$ cat src/rtl/fcrt_pkg.sv
// shared types, constants and field layout for the fault record table
// no dependencies; imported by every module of the block except fcrt_ram
`default_nettype none

package fcrt_pkg;

  localparam int unsigned NUM_CODES  = 16;
  localparam int unsigned COUNT_BITS = 32;
  localparam int unsigned CODE_BITS  = 4;
  localparam int unsigned TIME_BITS  = 64;
  localparam int unsigned OCC_BITS   = 32;

  // codes are 4 bits wide, so at most 16 records can ever be addressed
  localparam int unsigned TABLE_DEPTH =
    (NUM_CODES < (2 ** CODE_BITS)) ? NUM_CODES : (2 ** CODE_BITS);
  localparam int unsigned IDX_BITS = $clog2(TABLE_DEPTH);

  // record word in memory: {last, first, count}
  localparam int unsigned REC_BITS = COUNT_BITS + 2 * TIME_BITS;

  // stream layout
  localparam int unsigned S_TDATA_BITS = 72;
  localparam int unsigned S_TUSER_BITS = 2;
  localparam int unsigned M_TDATA_BITS = 168;

  localparam int unsigned OUT_CODE_LSB   = 0;
  localparam int unsigned OUT_STATUS_LSB = OUT_CODE_LSB + CODE_BITS;
  localparam int unsigned OUT_COUNT_LSB  = OUT_STATUS_LSB + 2;
  localparam int unsigned OUT_FIRST_LSB  = OUT_COUNT_LSB + OCC_BITS;
  localparam int unsigned OUT_LAST_LSB   = OUT_FIRST_LSB + TIME_BITS;
  localparam int unsigned OUT_REQ_BIT    = OUT_LAST_LSB + TIME_BITS;
  localparam int unsigned OUT_ACT_BIT    = OUT_REQ_BIT + 1;

  // configuration
  localparam int unsigned CFG_IDX_BITS  = 1;
  localparam int unsigned CFG_DATA_BITS = 16;
  localparam logic [15:0] FATAL_MASK_RST = 16'h0C40;

  typedef enum logic [CFG_IDX_BITS-1:0] {
    CFG_FATAL_MASK = 1'b0,
    CFG_SAFE_EN    = 1'b1
  } cfg_idx_e;

  typedef enum logic [1:0] {
    KIND_REPORT = 2'd0,
    KIND_HEAL   = 2'd1,
    KIND_CLEAR  = 2'd2,
    KIND_READ   = 2'd3
  } kind_e;

  typedef enum logic [1:0] {
    STAT_ABSENT = 2'd0,
    STAT_ACTIVE = 2'd1,
    STAT_HEALED = 2'd2
  } status_e;

  typedef enum logic {
    FSM_IDLE   = 1'b0,
    FSM_UPDATE = 1'b1
  } fsm_e;

  // status table update command
  typedef struct packed {
    logic                wr;
    logic [IDX_BITS-1:0] idx;
    status_e             status;
    logic                clear_healed;
  } status_cmd_t;

endpackage

`default_nettype wire

$ cat src/rtl/fault_code_record_table_core.sv
// top level of the fault record table: stream ports, sequencer, record update
// depends on fcrt_pkg, fcrt_ram and fcrt_status
`default_nettype none

// Fault record table. One record per fault code (status, saturating count,
// first and last timestamp). The accept cycle issues the record read from
// the record memory, which registers its read data; the update state then
// modifies the record and writes it back while the result is loaded into the
// output register. A new item is taken only once the last one is written
// back; a stalled output holds the update state. Status sits in flops so
// that a clear drops all healed records at once; absent records read as
// zeros, so the memory needs no clearing pass after reset.
module fault_code_record_table_core (
  input  logic                                clk_i,
  input  logic                                rst_ni,
  // slave stream: tdata fields from bit 0: fault_code, time_us, zero pad
  //   tuser fields from bit 0: kind
  input  logic                                s_axis_tvalid,
  output logic                                s_axis_tready,
  input  logic [fcrt_pkg::S_TDATA_BITS-1:0]   s_axis_tdata,
  input  logic [fcrt_pkg::S_TUSER_BITS-1:0]   s_axis_tuser,
  // master stream: tdata fields from bit 0: code_echo, record_status,
  //   occur_count, first_time_us, last_time_us, safe_state_request, any_active
  output logic                                m_axis_tvalid,
  input  logic                                m_axis_tready,
  output logic [fcrt_pkg::M_TDATA_BITS-1:0]   m_axis_tdata,
  // configuration write port
  input  logic                                cfg_we_i,
  input  logic [fcrt_pkg::CFG_IDX_BITS-1:0]   cfg_idx_i,
  input  logic [fcrt_pkg::CFG_DATA_BITS-1:0]  cfg_wdata_i
);
  import fcrt_pkg::*;

  fsm_e state_q, state_d;

  logic [15:0] fatal_mask_q;
  logic        safe_en_q;

  kind_e                kind_q;
  logic [CODE_BITS-1:0] code_q;
  logic [TIME_BITS-1:0] time_q;

  logic                 out_valid_q;
  logic [CODE_BITS-1:0] out_code_q;
  status_e              out_status_q;
  logic [OCC_BITS-1:0]  out_count_q;
  logic [TIME_BITS-1:0] out_first_q, out_last_q;
  logic                 out_req_q, out_act_q;

  logic                 accept, fire;
  logic [CODE_BITS-1:0] s_code;
  logic [REC_BITS-1:0]  rec_rd, rec_wr;
  logic                 ram_we;

  logic [COUNT_BITS-1:0] cur_count, new_count;
  logic [TIME_BITS-1:0]  cur_first, cur_last, new_first, new_last;
  status_e               cur_status, new_status;
  logic                  code_ok, req;
  logic                  any_active_next;
  status_cmd_t           scmd;

  assign s_code = s_axis_tdata[CODE_BITS-1:0];
  assign accept = s_axis_tvalid && s_axis_tready;

  // sequencer
  always_comb begin
    state_d       = state_q;
    s_axis_tready = 1'b0;
    fire          = 1'b0;
    unique case (state_q)
      FSM_IDLE: begin
        s_axis_tready = 1'b1;
        if (s_axis_tvalid) begin
          state_d = FSM_UPDATE;
        end
      end
      FSM_UPDATE: begin
        // write back only when the output register can take the result
        if (!out_valid_q || m_axis_tready) begin
          fire    = 1'b1;
          state_d = FSM_IDLE;
        end
      end
      default: state_d = FSM_IDLE;
    endcase
  end

  always_ff @(posedge clk_i or negedge rst_ni) begin
    if (!rst_ni) begin
      state_q <= FSM_IDLE;
    end else begin
      state_q <= state_d;
    end
  end

  // configuration registers
  always_ff @(posedge clk_i or negedge rst_ni) begin
    if (!rst_ni) begin
      fatal_mask_q <= FATAL_MASK_RST;
      safe_en_q    <= 1'b0;
    end else if (cfg_we_i) begin
      unique case (cfg_idx_i)
        CFG_FATAL_MASK: fatal_mask_q <= cfg_wdata_i[15:0];
        CFG_SAFE_EN:    safe_en_q    <= cfg_wdata_i[0];
        default:        ;
      endcase
    end
  end

  // item registers
  always_ff @(posedge clk_i) begin
    if (accept) begin
      kind_q <= kind_e'(s_axis_tuser);
      code_q <= s_code;
      time_q <= s_axis_tdata[CODE_BITS +: TIME_BITS];
    end
  end

  fcrt_ram #(
    .WIDTH (REC_BITS),
    .DEPTH (TABLE_DEPTH)
  ) u_fcrt_ram (
    .clk_i   (clk_i),
    .we_i    (ram_we),
    .waddr_i (code_q[IDX_BITS-1:0]),
    .wdata_i (rec_wr),
    .re_i    (accept),
    .raddr_i (s_code[IDX_BITS-1:0]),
    .rdata_o (rec_rd)
  );

  fcrt_status u_fcrt_status (
    .clk_i             (clk_i),
    .rst_ni            (rst_ni),
    .cmd_i             (scmd),
    .rd_idx_i          (code_q[IDX_BITS-1:0]),
    .rd_status_o       (cur_status),
    .any_active_next_o (any_active_next)
  );

  assign code_ok   = ({1'b0, code_q} < (CODE_BITS + 1)'(TABLE_DEPTH));
  assign cur_count = rec_rd[COUNT_BITS-1:0];
  assign cur_first = rec_rd[COUNT_BITS +: TIME_BITS];
  assign cur_last  = rec_rd[COUNT_BITS + TIME_BITS +: TIME_BITS];
  assign rec_wr    = {new_last, new_first, new_count};

  // record modify
  always_comb begin
    new_status        = cur_status;
    new_count         = cur_count;
    new_first         = cur_first;
    new_last          = cur_last;
    req               = 1'b0;
    ram_we            = 1'b0;
    scmd.wr           = 1'b0;
    scmd.idx          = code_q[IDX_BITS-1:0];
    scmd.status       = cur_status;
    scmd.clear_healed = 1'b0;
    unique case (kind_q)
      KIND_REPORT: begin
        if (code_ok) begin
          if (cur_status == STAT_ABSENT) begin
            new_count = COUNT_BITS'(1);
            new_first = time_q;
          end else if (cur_count != {COUNT_BITS{1'b1}}) begin
            new_count = cur_count + COUNT_BITS'(1);
          end
          new_status = STAT_ACTIVE;
          new_last   = time_q;
          req        = fatal_mask_q[code_q] & safe_en_q;
          ram_we     = fire;
          scmd.wr    = fire;
        end
      end
      KIND_HEAL: begin
        if (code_ok && cur_status == STAT_ACTIVE) begin
          new_status = STAT_HEALED;
          scmd.wr    = fire;
        end
      end
      KIND_CLEAR: begin
        if (cur_status != STAT_ACTIVE) begin
          new_status = STAT_ABSENT;
        end
        scmd.clear_healed = fire;
      end
      KIND_READ: ;
      default:   ;
    endcase
    scmd.status = new_status;
  end

  // output register
  always_ff @(posedge clk_i or negedge rst_ni) begin
    if (!rst_ni) begin
      out_valid_q <= 1'b0;
    end else if (fire) begin
      out_valid_q <= 1'b1;
    end else if (m_axis_tready) begin
      out_valid_q <= 1'b0;
    end
  end

  always_ff @(posedge clk_i) begin
    if (fire) begin
      out_code_q <= code_q;
      out_req_q  <= req;
      out_act_q  <= any_active_next;
      // absent or out-of-range records read as all zeros
      if (!code_ok || new_status == STAT_ABSENT) begin
        out_status_q <= STAT_ABSENT;
        out_count_q  <= '0;
        out_first_q  <= '0;
        out_last_q   <= '0;
      end else begin
        out_status_q <= new_status;
        out_count_q  <= OCC_BITS'(new_count);
        out_first_q  <= new_first;
        out_last_q   <= new_last;
      end
    end
  end

  assign m_axis_tvalid = out_valid_q;
  assign m_axis_tdata  = {out_act_q, out_req_q, out_last_q, out_first_q,
                          out_count_q, out_status_q, out_code_q};

endmodule

`default_nettype wire

$ cat src/rtl/fcrt_ram.sv
// generic single-port-write, single-port-read ram with registered read data
// no dependencies
`default_nettype none

module fcrt_ram #(
  parameter int unsigned WIDTH = 8,
  parameter int unsigned DEPTH = 16
) (
  input  logic                     clk_i,
  input  logic                     we_i,
  input  logic [$clog2(DEPTH)-1:0] waddr_i,
  input  logic [WIDTH-1:0]         wdata_i,
  input  logic                     re_i,
  input  logic [$clog2(DEPTH)-1:0] raddr_i,
  output logic [WIDTH-1:0]         rdata_o
);

  logic [WIDTH-1:0] mem_q [DEPTH];
  logic [WIDTH-1:0] rdata_q;

  always_ff @(posedge clk_i) begin
    if (we_i) begin
      mem_q[waddr_i] <= wdata_i;
    end
    // read data holds until the next read
    if (re_i) begin
      rdata_q <= mem_q[raddr_i];
    end
  end

  assign rdata_o = rdata_q;

endmodule

`default_nettype wire

$ cat src/rtl/fcrt_status.sv
// per-code status flops with a clear of all healed records at once
// depends on fcrt_pkg
`default_nettype none

module fcrt_status (
  input  logic                          clk_i,
  input  logic                          rst_ni,
  input  fcrt_pkg::status_cmd_t         cmd_i,
  input  logic [fcrt_pkg::IDX_BITS-1:0] rd_idx_i,
  output fcrt_pkg::status_e             rd_status_o,
  output logic                          any_active_next_o
);
  import fcrt_pkg::*;

  status_e status_q [TABLE_DEPTH];
  status_e status_d [TABLE_DEPTH];

  always_comb begin
    any_active_next_o = 1'b0;
    for (int i = 0; i < int'(TABLE_DEPTH); i++) begin
      status_d[i] = status_q[i];
      if (cmd_i.clear_healed && status_q[i] == STAT_HEALED) begin
        status_d[i] = STAT_ABSENT;
      end
      if (cmd_i.wr && cmd_i.idx == IDX_BITS'(i)) begin
        status_d[i] = cmd_i.status;
      end
      any_active_next_o = any_active_next_o | (status_d[i] == STAT_ACTIVE);
    end
  end

  always_ff @(posedge clk_i or negedge rst_ni) begin
    if (!rst_ni) begin
      for (int i = 0; i < int'(TABLE_DEPTH); i++) begin
        status_q[i] <= STAT_ABSENT;
      end
    end else begin
      for (int i = 0; i < int'(TABLE_DEPTH); i++) begin
        status_q[i] <= status_d[i];
      end
    end
  end

  assign rd_status_o = status_q[rd_idx_i];

endmodule

`default_nettype wire

$ cat config.mk
export PLATFORM = sky130hd
export DESIGN_NAME = fault_code_record_table_core
export DESIGN_NICKNAME = d
export VERILOG_FILES = /design/src/rtl/fcrt_pkg.sv /design/src/rtl/fault_code_record_table_core.sv /design/src/rtl/fcrt_ram.sv /design/src/rtl/fcrt_status.sv
export SDC_FILE = /design/constraint.sdc
export NUM_CORES = 2
export LEC_CHECK = 0
export BUFFER_PORTS_ARGS = -buffer_cell sky130_fd_sc_hd__buf_2
export CAP_MARGIN = 10
export CORE_MARGIN = 5
export CORE_UTILIZATION = 60
export DETAILED_ROUTE_END_ITERATION = 8
export PLACE_DENSITY_LB_ADDON = 0.05
export REMOVE_ABC_BUFFERS = 1
export SLEW_MARGIN = 15
export SYNTH_ARGS = -nofsm -noshare
export SYNTH_HDL_FRONTEND = slang
export SYNTH_SLANG_ARGS = --single-unit
$ cat constraint.sdc
create_clock -name clk_i -period 24.8 [get_ports clk_i]
set_input_delay 3.72 -clock clk_i [delete_from_list [all_inputs] [get_ports clk_i]]
set_output_delay 3.72 -clock clk_i [all_outputs]
set_load 0.005 [all_outputs]
; ---- After elaboration in Yosys (flattened, before gate mapping)
; Memory sizes are Yosys's and may differ from the RTL's. A register that Yosys moved wholly into a read port is not among the register bits.
; Index checks and enable logic that the tools add are counted.
[classes]
add_sub_neg = 1
n_lt_le_gt_ge = 2
eq_ne = 52
n_mux = 60
bitwise = 19
n_reduce_logical = 42
[ops]
columns = operator, count
row1 = $mux W64, 3
row2 = $mux W32, 3
row3 = $mux W2, 36
row4 = $eq A2 B1 Y1 const B, 18
row5 = $eq A2 B2 Y1 const B, 17
row6 = $logic_and A1 B1 Y1, 33
row7 = $add A32 B1 Y32 const B, 1
row8 = $eq A4 B4 Y1 const B, 8
row9 = $ne A32 B32 Y1 const B, 1
row10 = $eq A4 B3 Y1 const B, 4
row11 = $or A1 B1 Y1, 15
row12 = $mux W1, 13
row13 = $bmux W2 S4, 1
row14 = $eq A4 B2 Y1 const B, 2
row15 = $logic_not A2 Y1, 3
row16 = $pmux W2 S3, 1
row17 = $ge A5 B5 Y1 const B, 1
row18 = $lt A4 B5 Y1 const B, 1
row19 = $not A4 Y5, 1
row20 = $bmux W1 S4, 1
row21 = $eq A4 B1 Y1 const B, 1
row22 = $logic_not A4 Y1, 1
row23 = $pmux W1 S2, 2
row24 = $reduce_and A2 Y1, 2
row25 = other kinds (6), 7
[totals]
register_bits = 289
mem_bits_rw = 2560
inputBits = 96
out_inout_bits = 170
n_memories = 1
[mem_list]
columns = name, words, width, rd, rd_ports_with_merged_regs, wr, line
row1 = u_fcrt_ram.mem_q, 16, 160, 1, 1, 1, fcrt_ram.sv:18  ; logic [WIDTH-1:0] mem_q [DEPTH];

; ---- Longest topological paths before layout
[depth]
word_depth = 25
mapped_depth = 11
ltp_nobuf = 8

; ---- Modules after synthesis
; From an unflattened synthesis, not the netlist that was laid out.
[hier_totals]
cells_unflattened = 5452
area_unflattened_um2 = 114357.2
[modules_own_cells]
columns = module, n_inst, cells_each, area_each_um2, seq_area_each_um2
row1 = fcrt_ram, 1, 4191, 100901.8, 81678.3
row2 = fault_code_record_table_core, 1, 1089, 11669.9, 7626.1
row3 = fcrt_status, 1, 172, 1785.5, 800.8

; ---- Worst setup path after synthesis
; No wires, ideal clock.
[synth_timing]
kind = input-to-reg
startpoint = input m_axis_tready
endpoint = register u_fcrt_status.status_q[18] (netlist name)
setup_time_ns = 0.175
t_arrival_ns = 24.863
path_slack_ns = -0.238
stages = 5
path_buffers = 0
cell_sequence = nand2b_1 and2_1 nand2b_1 nor4_1 o21bai_1
[synth_lines]
columns = item, line
row1 = start: declaration, fault_code_record_table_core.sv:25  ; input logic m_axis_tready,
row2 = end signal: indexed assignment, fcrt_status.sv:39  ; status_q[i] <= status_d[i];
row3 = end: declaration, fcrt_status.sv:15  ; status_e status_q [TABLE_DEPTH];

==> flow_metrics.env <==
export IMPL_reg2reg_to="u_fcrt_ram.mem_q[14][72]$_DFFE_PP_"
export IMPL_worst_r2r_setup_slack_ns=19.17
export IMPL_clock_path_buffers=4
export IMPL_period_needed_ns=7.82
export IMPL_drive_above_1_share_pct=33.0
export IMPL_power_density_mw_per_mm2=94.9
export IMPL_drt_pass1_iterations=6
export IMPL_synthToLayoutAreaGrowth_pct=12.3
export IMPL_multiInputGateArea_mm2=0.0232
export IMPL_status="completed"
export IMPL_cp_required_ns=25.45
export IMPL_h_tree_depth=5
export IMPL_clock_skew_ns=0.0318
export IMPL_grt_pass1_vias=53600
export IMPL_place_inst=7365
export IMPL_crit_buf_inv=5
export IMPL_rsz0062_at_grt="no"
export IMPL_holdBufCountCts=0
export IMPL_r2r_start="code_q[1]$_DFFE_PP_"
export IMPL_yosys_register_bits=3009
export IMPL_synth_area_per_cell_um2=24.1
export IMPL_cts_clk_slew_worst_paths_ns=0.06
export IMPL_crit_fanout=57
export IMPL_critPathKind="input pin to flop"
export IMPL_placed_cell_area_mm2=0.119
export IMPL_nFillCells=11800
export IMPL_clk_latency_ns=0.93
export IMPL_drtIter0Drc=5486
export IMPL_worst_hold_path_type="flop to flop"
export IMPL_hold_violations=0
export IMPL_slew_violations=0
export IMPL_nets=5267
export IMPL_tns_ns=0
export IMPL_synth_edf_count=2958
export IMPL_fin_cells=7899
export IMPL_clkSinkCount=3009
export IMPL_grt_max_degree=140
export IMPL_hold_path_end="fatal_mask_q[12]$_DFFE_PN0P_"
export IMPL_grt_pass1_wl_mm=369
export IMPL_relSlewSlack_pct=23.2
export IMPL_antenna_found_initial=3
export IMPL_synth_async_sr_flop_share_pct=1.69
export IMPL_cp_slowest_cell="buf_4"
export IMPL_row_count=160
export IMPL_ir_drop_uv=88.1
export IMPL_critPathLaunchType="input pin"
export IMPL_die_area_mm2=0.199
export IMPL_wl_per_cell_um=32.0
export IMPL_leakagePower_uw=0.0406
export IMPL_cp_top_family="buffers and inverters"
export IMPL_postRouteAntennaNets=0
export IMPL_io_pins=266
export IMPL_crit_top_cell="buf_4"
export IMPL_maxCapViolCount=0
export IMPL_vias=51400
export IMPL_dieHeight_um=446
export IMPL_ys_types=57
export IMPL_worstHoldPathCells=1
export IMPL_worst_ep_arrival_time_ns=8.47
export IMPL_fmax_mhz=128
export IMPL_drcViolationCount=0
export IMPL_fp_coreArea_mm2=0.190
export IMPL_fin_hold_ws_ns=0.504
export IMPL_groute_usage_overall_pct=25.7
export IMPL_worst_pin_slew_ns=1.15
export IMPL_clock_root_buffer="clkbuf_16"
export IMPL_critical_path_cell_chain="buf_8 -> buf_4 -> buf_4 -> buf_4 -> buf_4 -> mux4_2 -> mux4_2"
export IMPL_cts_tree="done"
export IMPL_viasPerCell=6.51
export IMPL_finalWeightedCongestion=0.759
export IMPL_register_area_mm2=0.0901
export IMPL_synthCells=4747
export IMPL_die_w_um=446
export IMPL_start_util_pct=60.2
export IMPL_max_stage_delay_ns=0.83
export IMPL_period_share_pct=31.5
export IMPL_yosysSeqAreaShare_pct=78.8
export IMPL_dp_hpwl_mm=117
export IMPL_cts_repair_timing_setup_buffer_count=0
export IMPL_hp_start="fatal_mask_q[12]$_DFFE_PN0P_"
export IMPL_gr_total_overflow=0
export IMPL_fin_area_mm2=0.128
export IMPL_setup_viol=0
export IMPL_wirelength_mm=252
export IMPL_cts_buffers=314
export IMPL_synth_area_mm2=0.114
export IMPL_portBuffers=261
export IMPL_cts_repair_resized=0
export IMPL_endpoint_kind="flop"
export IMPL_synthFlopType="edfxtp_1"
export IMPL_synth_warnings=0
export IMPL_reg2reg_depth=8
==> area by class of cell <==
class | count | area share (%)
Clock inverter | 155 | 1.01
Timing Repair Buffer | 356 | 1.78
Tap cell | 2511 | 2.45
Antenna cell | 1 | 0.00195
Multi-Input combinational cell | 1474 | 18.1
Inverter | 15 | 0.0439
Sequential cell | 3009 | 70.2
Clock buffer | 378 | 6.46
==> metal layers <==
layer  vias up  wire length (µm)  track usage [%]
li1      21000                 -                -
met1     27900            104000             37.7
met2      2072            127000             42.0
met3       366             16800             3.69
met4         0              5140             6.20
met5         -                 0                0
==> flip-flops by register name, indices dropped and copies added (netlist names) <==
| register | flops |
|---|---|
| out_code_q | 4 |
| out_last_q | 64 |
| time_q | 64 |
| u_fcrt_ram.mem_q | 2560 |
| out_first_q | 64 |
| kind_q | 2 |
| u_fcrt_ram.rdata_o | 160 |
| out_act_q | 1 |
| safe_en_q | 1 |
| out_status_q | 2 |
| code_q | 4 |
| fatal_mask_q | 16 |
| state_q | 1 |
| out_count_q | 32 |
| u_fcrt_status.status_q | 32 |
| out_req_q | 1 |
| m_axis_tvalid | 1 |
==> cells in the mapped netlist, drive strengths merged (19+ instances only) <==
cell       n  area share [%]
buf      117            0.47
o21ai     26            0.11
nor2b    152            0.83
dfrtp     48             1.1
mux2i     37            0.35
a21oi     30            0.14
a211oi    19            0.12
nand2     22           0.072
nor3      58            0.38
nor2      57            0.20
edfxtp  2958              78
mux2     153             1.5
clkbuf   132            0.43
mux4     797              16
==> worst register-to-register path, delay by kind of cell, from the launching register on <==
| family | cells | cell delay, ns |
|---|---|---|
| buf+inv | 2 | 1.48 |
| simple gates | 3 | 1.46 |
| flops | 1 | 1.03 |
| mux | 2 | 0.88 |
| compound gates | 1 | 0.40 |
==> stage by stage <==
step	setup WS [ns]	utilization (%)	total power (µW)
global route	16.43	67.7	12600
detailed placement	15.77	62.6	7880
CTS	16.80	67.7	12300
finish	16.98	67.7	12200
floorplan	-0.245	-	7240
global placement	15.75	62.6	7830
==> logic make-up (layout without fill, tap and decap cells) <==
group | after synthesis | count (layout) | share of synthesized area, %
buffers and inverters | 264 | 904 | 0.952
and+or+nand+nor | 361 | 361 | 1.89
DFF | 3009 | 3009 | 78.8
muxes | 987 | 987 | 17.6
other | 0 | 1 | 0
xor gates and xnor gates | 29 | 29 | 0.222
adders and majority gates | 1 | 1 | 0.0109
AOI/OAI and AO/OA | 96 | 96 | 0.540
==> cells in the final DEF (no fill, tap or decap), types with 4 or more instances in the layout <==
master and n:
edfxtp_1 2958, mux4_2 797, clkbuf_16 323, buf_2 256, mux2_2 151, nor2b_1 151, buf_4 78, clkinv_1 69
clkbuf_1 54, clkinv_2 53, nor2_1 52, dfrtp_1 48, nor3_2 37, mux2i_1 33, a21oi_1 29, o21ai_0 25
bufinv_16 23, nand2_1 22, nor3_1 21, a211oi_1 19, buf_12 18, nand3_1 15, xnor2_1 15, inv_1 14
nand4_1 14, xor2_1 14, and3_1 7, nand2b_1 7, clkinvlp_4 7, or2_2 6, nor2_4 5, and2_4 5
o311a_1 5, o21bai_1 4, buf_8 4
==> worst max path at each step <==
stage / slack [ns] / startpoint / to / cells past startpoint
finish: 16.98 / s_axis_tdata[0] / u_fcrt_ram.rdata_o[17]$_DFFE_PP_ / 7
detailed placement: 15.77 / s_axis_tdata[0] / u_fcrt_ram.rdata_o[148]$_DFFE_PP_ / 7
global placement: 15.75 / s_axis_tdata[0] / u_fcrt_ram.rdata_o[10]$_DFFE_PP_ / 9
CTS: 16.80 / s_axis_tdata[0] / u_fcrt_ram.rdata_o[18]$_DFFE_PP_ / 7
global route: 16.43 / s_axis_tdata[0] / u_fcrt_ram.rdata_o[10]$_DFFE_PP_ / 9
floorplan: -0.24 / m_axis_tready / u_fcrt_status.status_q[16]$_DFF_PN0_ / 5
==> report_power, final <==
group / switching, µW / internal, µW
clock: 1840 / 2610
sequential: 112 / 6270
combinational: 948 / 411
No activity file was read; power rests on OpenSTA's default activity.
